<file path="config.mk">
export PLATFORM = sky130hd
export DESIGN_NAME = arm_status_frame_receiver
export DESIGN_NICKNAME = d
export VERILOG_FILES = /design/src/rtl/asfr_pkg.sv /design/src/rtl/asfr_core.sv /design/src/rtl/arm_status_frame_receiver.sv
export VERILOG_INCLUDE_DIRS = /design/src /design/src/rtl
export SDC_FILE = /design/constraint.sdc
export NUM_CORES = 2
export LEC_CHECK = 0
export BUFFER_PORTS_ARGS = -buffer_cell sky130_fd_sc_hd__buf_2
export CORE_MARGIN = 2
export CORE_UTILIZATION = 45
export DETAILED_ROUTE_END_ITERATION = 10
export PLACE_DENSITY_LB_ADDON = 0.08
export SLEW_MARGIN = 30
export SYNTH_ARGS = -nofsm -noshare
export SYNTH_HDL_FRONTEND = slang
export SYNTH_SLANG_ARGS = --single-unit
</file>
<file path="constraint.sdc">
create_clock -name clk -period 20.6 [get_ports clk]
set_input_delay 4.12 -clock clk [delete_from_list [all_inputs] [get_ports clk]]
set_output_delay 4.12 -clock clk [all_outputs]
set_load 0.01 [all_outputs]
</file>
<file path="src/rtl/arm_status_frame_receiver_defines.svh">
// assertion macros for the arm status frame receiver
// included by the rtl files that carry concurrent checks, no other dependencies
`ifndef ARM_STATUS_FRAME_RECEIVER_DEFINES_SVH
`define ARM_STATUS_FRAME_RECEIVER_DEFINES_SVH

`ifndef SYNTH

`define ASFR_ASSERT_NOW(lbl, clk, rstn, ante, cons) \
  lbl: assert property (@(posedge clk) disable iff (!rstn) (ante) |-> (cons)) \
    else $error("asfr check failed");

`define ASFR_ASSERT_NEXT(lbl, clk, rstn, ante, cons) \
  lbl: assert property (@(posedge clk) disable iff (!rstn) (ante) |=> (cons)) \
    else $error("asfr check failed");

`else

`define ASFR_ASSERT_NOW(lbl, clk, rstn, ante, cons)

`define ASFR_ASSERT_NEXT(lbl, clk, rstn, ante, cons)

`endif

`endif

</file>
<file path="src/rtl/asfr_pkg.sv">
// shared types and constants for the arm status frame receiver
// no dependencies
`default_nettype none

package asfr_pkg;

  localparam logic [7:0] SYNC_BYTE   = 8'h55;
  localparam logic [7:0] HDR2_BYTE   = 8'hAA;
  localparam logic [7:0] TAIL_BYTE   = 8'h7D;
  localparam logic [7:0] CMD_JOINT   = 8'h06;
  localparam logic [7:0] CMD_VERSION = 8'h09;
  localparam logic [7:0] CMD_UPGRADE = 8'h0A;
  localparam logic [7:0] SUB_JOINT   = 8'h01;
  localparam logic [7:0] SUB_VERSION = 8'h02;

  localparam int JOINT_SLOTS     = 7;
  localparam int ANGLE_BYTES     = 2 * JOINT_SLOTS;
  localparam int ANGLE_FIRST_POS = 5;
  localparam int CNT_W           = 9;
  localparam int ANGLE_W         = 31;

  // round(pi * 2^24 / 1800)
  localparam logic signed [31:0] RAD_Q24_PER_TENTH_DEG = 32'sd29282;

  typedef enum logic [2:0] {
    KIND_JOINT   = 3'd0,
    KIND_VERSION = 3'd1,
    KIND_UPGRADE = 3'd2,
    KIND_OTHER   = 3'd3,
    KIND_IGNORED = 3'd4,
    KIND_ERROR   = 3'd5
  } frame_kind_t;

  typedef logic [JOINT_SLOTS-1:0][15:0] joint_raw_t;

  typedef struct packed {
    logic        hit;
    frame_kind_t kind;
    logic [7:0]  cmd;
    logic [7:0]  sub;
  } frame_res_t;

endpackage

`default_nettype wire

</file>
<file path="src/rtl/asfr_core.sv">
// frame parser: byte count, header, length, checksum and angle byte store
// depends on asfr_pkg and arm_status_frame_receiver_defines.svh
`default_nettype none
`include "arm_status_frame_receiver_defines.svh"

module asfr_core #(
  parameter int MAX_COUNT = 255
) (
  input  wire logic               clk,
  input  wire logic               rst_n,
  input  wire logic               adv_i,
  input  wire logic [7:0]         rx_byte_i,
  output asfr_pkg::frame_res_t    res_o,
  output asfr_pkg::joint_raw_t    raw_o
);
  import asfr_pkg::*;

  logic [CNT_W-1:0] cnt_r, cnt_nxt;
  logic [7:0]       hdr_r, hdr_nxt;
  logic [7:0]       len_r, len_nxt;
  logic [7:0]       sub_r, sub_nxt;
  logic [7:0]       cmd_r, cmd_nxt;
  logic [7:0]       sum_r, sum_nxt;
  logic             ck_r, ck_nxt;
  logic [7:0]       angle_r   [ANGLE_BYTES];
  logic [7:0]       angle_nxt [ANGLE_BYTES];

  logic             over;
  logic             in_frame;
  logic [CNT_W-1:0] chk_pos;
  logic [CNT_W-1:0] end_pos;
  logic             at_end;
  frame_kind_t      kind;

  always_comb begin
    over     = cnt_r >= CNT_W'(MAX_COUNT);
    in_frame = !over && (cnt_r != '0);
    len_nxt  = (in_frame && cnt_r == CNT_W'(2)) ? rx_byte_i : len_r;
    chk_pos  = {1'b0, len_nxt} + CNT_W'(3);
    end_pos  = {1'b0, len_nxt} + CNT_W'(4);
    at_end   = in_frame && (cnt_r >= CNT_W'(3)) && (cnt_r == end_pos);

    hdr_nxt = (in_frame && cnt_r == CNT_W'(1)) ? rx_byte_i : hdr_r;
    sub_nxt = (in_frame && cnt_r == CNT_W'(3)) ? rx_byte_i : sub_r;
    cmd_nxt = (in_frame && cnt_r == CNT_W'(4)) ? rx_byte_i : cmd_r;

    sum_nxt = sum_r;
    ck_nxt  = ck_r;
    if (in_frame && cnt_r == CNT_W'(2)) begin
      sum_nxt = '0;
    end else if (in_frame && cnt_r >= CNT_W'(3)) begin
      if (cnt_r < chk_pos) begin
        sum_nxt = sum_r + rx_byte_i;
      end else if (cnt_r == chk_pos) begin
        ck_nxt = (rx_byte_i == sum_r);
      end
    end

    for (int i = 0; i < ANGLE_BYTES; i++) begin
      angle_nxt[i] = (in_frame && cnt_r == CNT_W'(ANGLE_FIRST_POS + i)) ? rx_byte_i
                                                                       : angle_r[i];
    end

    if (over) begin
      cnt_nxt = '0;
    end else if (cnt_r == '0) begin
      cnt_nxt = (rx_byte_i == SYNC_BYTE) ? CNT_W'(1) : '0;
    end else if (at_end) begin
      cnt_nxt = '0;
    end else begin
      cnt_nxt = cnt_r + CNT_W'(1);
    end

    priority if (hdr_nxt != HDR2_BYTE || rx_byte_i != TAIL_BYTE || !ck_nxt) begin
      kind = KIND_ERROR;
    end else if (cmd_nxt == CMD_UPGRADE) begin
      kind = KIND_UPGRADE;
    end else if (cmd_nxt == CMD_VERSION) begin
      kind = (sub_nxt == SUB_VERSION) ? KIND_VERSION : KIND_IGNORED;
    end else if (cmd_nxt == CMD_JOINT) begin
      kind = (sub_nxt == SUB_JOINT) ? KIND_JOINT : KIND_IGNORED;
    end else begin
      kind = KIND_OTHER;
    end

    res_o.hit  = at_end;
    res_o.kind = kind;
    res_o.cmd  = cmd_nxt;
    res_o.sub  = sub_nxt;

    for (int j = 0; j < JOINT_SLOTS; j++) begin
      raw_o[j] = {angle_nxt[2*j+1], angle_nxt[2*j]};
    end
  end

  always_ff @(posedge clk) begin
    if (!rst_n) begin
      cnt_r <= '0;
      hdr_r <= '0;
      len_r <= '0;
      sub_r <= '0;
      cmd_r <= '0;
      sum_r <= '0;
      ck_r  <= 1'b0;
    end else if (adv_i) begin
      cnt_r <= cnt_nxt;
      hdr_r <= hdr_nxt;
      len_r <= len_nxt;
      sub_r <= sub_nxt;
      cmd_r <= cmd_nxt;
      sum_r <= sum_nxt;
      ck_r  <= ck_nxt;
    end
  end

  // angle store has no reset, undefined until written
  always_ff @(posedge clk) begin
    if (adv_i) begin
      for (int i = 0; i < ANGLE_BYTES; i++) begin
        angle_r[i] <= angle_nxt[i];
      end
    end
  end

  `ASFR_ASSERT_NEXT(a_end_clears_count, clk, rst_n, adv_i && res_o.hit, cnt_r == '0)
  `ASFR_ASSERT_NEXT(a_bad_sync_dropped, clk, rst_n, adv_i && cnt_r == '0 && rx_byte_i != SYNC_BYTE, cnt_r == '0)

endmodule

`default_nettype wire

</file>
<file path="src/rtl/arm_status_frame_receiver.sv">
// bytes wait in in_byte_r; out_valid rises as a frame's last byte is processed
// throughput: one byte per cycle; a byte stalls only when it ends a frame and the
// output register is full and not being taken
// reset: synchronous active-low rst_n clears the parser state and both valid flags;
// the angle byte store is not reset
`default_nettype none
`include "arm_status_frame_receiver_defines.svh"

module arm_status_frame_receiver #(
  parameter int MAX_COUNT  = 255,
  parameter int NUM_JOINTS = 7
) (
  input  wire logic                clk,
  input  wire logic                rst_n,
  input  wire logic                in_valid,
  output logic                     in_ready,
  input  wire logic [7:0]          in_rx_byte,
  output logic                     out_valid,
  input  wire logic                out_ready,
  output logic [2:0]               out_frame_kind,
  output logic [7:0]               out_command_code,
  output logic [7:0]               out_sub_code,
  output logic signed [30:0]       out_joint_a,
  output logic signed [30:0]       out_joint_b,
  output logic signed [30:0]       out_joint_c,
  output logic signed [30:0]       out_joint_d,
  output logic signed [30:0]       out_joint_e,
  output logic signed [30:0]       out_joint_f,
  output logic signed [30:0]       out_joint_g
);
  import asfr_pkg::*;

  logic                      in_valid_r;
  logic [7:0]                in_byte_r;
  logic                      out_valid_r;
  frame_kind_t               kind_r;
  logic [7:0]                cmd_r;
  logic [7:0]                sub_r;
  logic signed [ANGLE_W-1:0] joint_r   [JOINT_SLOTS];
  logic signed [ANGLE_W-1:0] joint_nxt [JOINT_SLOTS];

  frame_res_t                res;
  joint_raw_t                raw;
  logic                      out_free;
  logic                      proc_go;
  logic signed [31:0]        prod [JOINT_SLOTS];

  asfr_core #(
    .MAX_COUNT(MAX_COUNT)
  ) u_core (
    .clk      (clk),
    .rst_n    (rst_n),
    .adv_i    (proc_go),
    .rx_byte_i(in_byte_r),
    .res_o    (res),
    .raw_o    (raw)
  );

  assign out_free = !out_valid_r || out_ready;
  assign proc_go  = in_valid_r && (!res.hit || out_free);
  assign in_ready = !in_valid_r || proc_go;

  // tenth-degree to radians, exact product
  always_comb begin
    for (int j = 0; j < JOINT_SLOTS; j++) begin
      prod[j] = $signed({{16{raw[j][15]}}, raw[j]}) * RAD_Q24_PER_TENTH_DEG;
      joint_nxt[j] = (res.kind == KIND_JOINT && j < NUM_JOINTS) ? prod[j][ANGLE_W-1:0]
                                                                : '0;
    end
  end

  always_ff @(posedge clk) begin
    if (!rst_n) begin
      in_valid_r  <= 1'b0;
      out_valid_r <= 1'b0;
    end else begin
      if (in_ready) begin
        in_valid_r <= in_valid;
      end
      if (proc_go && res.hit) begin
        out_valid_r <= 1'b1;
      end else if (out_ready) begin
        out_valid_r <= 1'b0;
      end
    end
  end

  always_ff @(posedge clk) begin
    if (in_valid && in_ready) begin
      in_byte_r <= in_rx_byte;
    end
    if (proc_go && res.hit) begin
      kind_r <= res.kind;
      cmd_r  <= res.cmd;
      sub_r  <= res.sub;
      for (int j = 0; j < JOINT_SLOTS; j++) begin
        joint_r[j] <= joint_nxt[j];
      end
    end
  end

  assign out_valid        = out_valid_r;
  assign out_frame_kind   = kind_r;
  assign out_command_code = cmd_r;
  assign out_sub_code     = sub_r;
  assign out_joint_a      = joint_r[0];
  assign out_joint_b      = joint_r[1];
  assign out_joint_c      = joint_r[2];
  assign out_joint_d      = joint_r[3];
  assign out_joint_e      = joint_r[4];
  assign out_joint_f      = joint_r[5];
  assign out_joint_g      = joint_r[6];

  `ASFR_ASSERT_NOW(a_joints_zero, clk, rst_n, out_valid_r && kind_r != KIND_JOINT, joint_r[0] == '0 && joint_r[6] == '0)
  `ASFR_ASSERT_NEXT(a_held_byte_kept, clk, rst_n, in_valid_r && !proc_go, in_valid_r && $stable(in_byte_r))

endmodule

`default_nettype wire

</file>
Word level (Yosys, flattened, before mapping)
Memories as Yosys holds them, arrays and structs flattened.
Index checks and enable logic that the tools add are counted.
- RAM bits: 329
- output and inout port bits: 238
- input port bits: 12
- memories: 2
- logic and storage cells: 147
- bits in registers: 79
- order comparisons: 3
- $add $sub $neg: 4
- multiplexer cells: 48
- equality and inequality tests: 29
- $mul: 7
- reductions and logical operators: 41
- memory list (name ; words ; bits a word ; rd ports ; clocked after Yosys merged registers in ; wr ports ; RTL line ; text):
    joint_r ; 7 ; 31 ; 7 ; 0 ; 7 ; arm_status_frame_receiver.sv:39 ; logic signed [ANGLE_W-1:0] joint_r [JOINT_SLOTS];
    u_core.angle_r ; 14 ; 8 ; 14 ; 0 ; 14 ; asfr_core.sv:25 ; logic [7:0] angle_r [ANGLE_BYTES];
- operators by type and width (operator ; number):
    2-to-1 mux 31 bit ; 7
    multiplier 16 x 15 -> 30 bit, second input constant ; 7
    2-to-1 mux 8 bit ; 21
    equality test 9 x 4 -> 1 bit, second input constant ; 8
    equality test 9 x 3 -> 1 bit, second input constant ; 4
    equality test 9 x 5 -> 1 bit, second input constant ; 3
    2-to-1 mux 9 bit ; 3
    logical AND 1 bit ; 24
    equality test 9 x 2 -> 1 bit, second input constant ; 2
    equality test 9 bit ; 2
    2-to-1 mux 3 bit ; 6
    equality test 8 x 4 -> 1 bit, second input constant ; 2
    2-to-1 mux 1 bit ; 11
    adder 8 x 2 -> 9 bit, second input constant ; 1
    adder 8 x 3 -> 9 bit, second input constant ; 1
    adder 9 x 1 -> 9 bit, second input constant ; 1
    equality test 9 x 1 -> 1 bit, second input constant ; 1
    greater-or-equal comparator 9 x 2 -> 1 bit, second input constant ; 1
    greater-or-equal comparator 9 x 8 -> 1 bit, second input constant ; 1
    zero test 9 bit ; 1
    < comparator 9 bit ; 1
    nonzero test 9 bit ; 1
    adder 8 bit ; 1
    equality test 8 x 1 -> 1 bit, second input constant ; 1
    11 further kinds ; 21

Logic depth before layout (Yosys ltp)
- word-level depth: 16
- gate-level depth with buffers: 35
- gate-level depth less buffers: 33

Hierarchy
Synthesis repeated with hierarchy kept, for this count alone.
- cell total of the unflattened synthesis: 3921
- area total of the unflattened synthesis: 43210.2 µm²
- modules (own cells, without submodules) (module ; seq. area each (µm²) ; times used ; cells each ; area each (µm²)):
    arm_status_frame_receiver ; 7156.9 ; 1 ; 3194 ; 34655.7
    asfr_core ; 4364.2 ; 1 ; 727 ; 8554.5

Least setup slack after synthesis
Ideal clock, no wire load.
- kind: in2reg
- from: input out_ready
- to: memory joint_r[0][10] (enable)
- arrival time: 11.298 ns
- setup time: 0.617 ns
- buffers on the path: 1
- stages: 5
- data required time: 19.983 ns
- path slack: 8.685 ns
- cell sequence: nor2b_1 a21o_4 inv_2 buf_2 and2_1
- RTL lines (what ; RTL line ; text):
    from (decl) ; arm_status_frame_receiver.sv:19 ; input wire logic out_ready,
    to (decl) ; arm_status_frame_receiver.sv:39 ;

==> impl_metrics.csv <==
group,metric,value,unit
outcome,outcome,"finished clean",
routing,ant_nets,0,
routing,route.met3.wl,3650,um
placed_design,place_congestion,0.878,
logic_synthesis,synth_area_per_cell,10.8,um2
timing,hold_violations,0,
cts,htreeDepth,2,
worst_setup_path,cp-start-kind,"flip-flop",
timing,fin_tns_setup,0,ns
grt,grt_pass1_wl,159000,um
routing,dr.pass1.iters,7,
timing,report.final.slew_viol_count,0,
routing,routed.top_layer,"met4",
grt,grt_pass1_vias,29000,
routing,dr.first_iter.drc_count,1304,
floorplanning,dieArea,98000,um2
timing,setup_slack,11.19,ns
logic_synthesis,synth_common_cells,"737 x ha_1, 648 x inv_1, 412 x fa_1, 349 x edfxtp_1, 294 x nor2_1",
cts,ctsHoldBuffers,0,
cts,cts_buffers,51,
power_and_ir_drop,ir_drop,0.0740,mV
floorplanning,num_rows,113,
routing,wl_per_cell,17.6,um
cts,clk_latency,0.66,ns
logic_synthesis,synth_area_leader_cell,"edfxtp_1",
worst_setup_path,cpPeakStageDelay,0.70,ns
worst_setup_path,cp_data_arrival_time,9.78,ns
grt,grt.total_usage,0.204,
timing,rsz0062_at_grt,"false",
logic_synthesis,synth_edf_count,349,
cells_and_area,design.final.nets,5386,
logic_synthesis,yosys-top-cells-area,"edfxtp_1 24%, ha_1 21%, fa_1 19%",
cells_and_area,drive_above_1_share,0.112,
timing,setup_violations,0,
floorplanning,core-area,94900,um2
logic_synthesis,synth_most_common_cell,"ha_1",
timing,period_share,0.457,
logic_synthesis,syn_inst,3978,
cts,clock-root-buffer,"clkbuf_16",
floorplanning,start_util,0.453,
cts,cts_sinks,401,
logic_synthesis,async_reset_ff_frac,0,
cells_and_area,multi_input_area,28700,um2
run,drv_cap,0,
floorplanning,boundaryPins,250,
worst_setup_path,cp_common_cell,"ha_1",
logic_synthesis,yosysWarnings,0,
worst_setup_path,worstPathMaxFanout,14,
cts,cts_resized,0,
timing,relSlewSlack,0.379,
timing,tightestPinTransition,0.928,ns
timing,fmax,106,MHz
grt,grt_max_degree,76,
cts,cts_tree,"yes",
placed_design,io_buffers,242,
placed_design,post-dp-hpwl,76300,um
worst_setup_path,cp.required,20.98,ns
power_and_ir_drop,powerDensity,98.2,nW/um2
routing,m1WireLength,47300,um
cts,post_cts_buffers,0,
cells_and_area,fill_cells,8796,
grt,grt_overflow_total,0,
timing,min_period,9.41,ns
cts,cts_max_path_buffers,3,
logic_synthesis,seq_area_frac_synth,0.268,
power_and_ir_drop,p_leak,21.6,nW
worst_setup_path,critical_path_class,"reg -> reg",
logic_synthesis,synth_ff_type,"edfxtp_1",
cells_and_area,syn_to_final_growth,10.4,%
timing,fin_worst_skew,0.0269,ns
worst_setup_path,crit_slowest_cell,"o41ai_1",
routing,num_vias,28000,
cells_and_area,regArea,11500,um2
placed_design,place_ws,11.28,ns
routing,wl,97600,um
logic_synthesis,synth_top_area_share,0.244,
routing,post-route-drc-count,0,
logic_synthesis,synth_area,43000,um2
routing,vias_per_cell,5.06,
floorplanning,dieHeight,313,um
worst_setup_path,end_kind,"flip-flop",
grt,antenna_found_initial,2,
logic_synthesis,synth-seq-cells,401,
logic_synthesis,ys_types,73,
routing,route.met2.wl,44900,um
floorplanning,chipWidth,313,um
cts,clkSlewWorstSetupHoldPaths,0.06,ns
hold_path,worst_hold_path_type,"reg -> reg",
## report_power, final
part / internal, mW / switching (mW) / leakage [nW]
sequential: 0.888 / 0.00547 / 3.16
clock: 0.536 / 0.390 / 0.833
combinational: 1.28 / 1.56 / 17.6
total: 2.70 / 1.95 / 21.6
## registers in the layout, indices dropped and copies added (netlist names)
register	count
in_valid_r	1
joint_r	210
u_core.cnt_r	9
out_valid	1
u_core.hdr_r	8
in_byte_r	8
out_frame_kind	3
u_core.ck_r	1
out_sub_code	8
out_command_code	8
u_core.sub_r	8
u_core.angle_r	112
u_core.sum_r	8
u_core.cmd_r	8
u_core.len_r	8
## stage by stage
stage	instance area, um2	power, mW	hold slack (ns)	utilization	cells
after floorplan	43000	3.19	0.430	-	3984
after global placement	45700	3.78	0.440	0.482	5436
after detailed placement	45700	3.76	0.450	0.482	5436
after CTS	47400	4.74	0.460	0.500	5532
after global routing	47400	5.17	0.471	0.500	5533
final	47400	4.66	0.457	0.500	5534
## cells in the final DEF, fill, tap and decap left out, types with 23 or more instances in the layout
cell and count:
buf_2 242, a31oi_1 26, xor2_1 108, o21a_1 24, nand2b_1 23, edfxtp_1 349, and2_1 66, nor3_1 53
mux2_2 93, o21ai_0 81, a21o_1 72, fa_1 412, inv_1 648, buf_4 36, mux2i_1 96, nand3_1 59
nor2_1 291, a21oi_1 132, a211oi_1 30, xnor2_1 190, clkbuf_16 53, dfxtp_1 52, nand2_1 135, ha_1 737
## critical path: cells and delay by family (launching register included)
| kind | cells | cell delay [ns] |
|---|---|---|
| xor+xnor | 1 | 0.16 |
| flops | 1 | 0.48 |
| mux | 1 | 0.40 |
| simple gates | 9 | 2.21 |
| fa+ha+maj | 8 | 2.79 |
| compound gates | 8 | 2.76 |
| buf+inv | 3 | 0.32 |
## worst paths after layout
| path | start | to | slack [ns] | cells after the start |
|---|---|---|---|---|
| worst max-delay path | u_core.cnt_r[2] | joint_r[2][27] | 11.19 | 30 |
| worst min register to register | u_core.hdr_r[1] | u_core.hdr_r[1] | 0.46 | 2 |
| worst min-delay path | u_core.hdr_r[1] | u_core.hdr_r[1] | 0.46 | 2 |
| worst max register to register | u_core.cnt_r[2] | joint_r[2][27] | 11.19 | 30 |
## final cells by class
cell class              count  share of cell area
diodes                      1           0.0000527
clock buffers              60              0.0285
clock inverters            36             0.00741
inverters                 651              0.0516
multi-input cells        2841               0.604
flip-flops and latches    401               0.243
well taps                1265              0.0334
repair buffers            279              0.0318
## per-layer routing
metal | GRT usage | vias to the layer above
met3 | 0.0299 | 89
met1 | 0.292 | 13600
li1 | - | 13900
met5 | 0 | -
met4 | 0.0390 | 0
met2 | 0.332 | 387
## cells by family after synthesis
logic type,share of synthesized area
mux,0.0472
simple gates,0.0806
flops,0.268
buf+inv,0.0665
xor+xnor,0.0607
other cells,0.0000873
fa+ha+maj,0.406
compound gates,0.0703
Power figures use the tool's default switching activity.
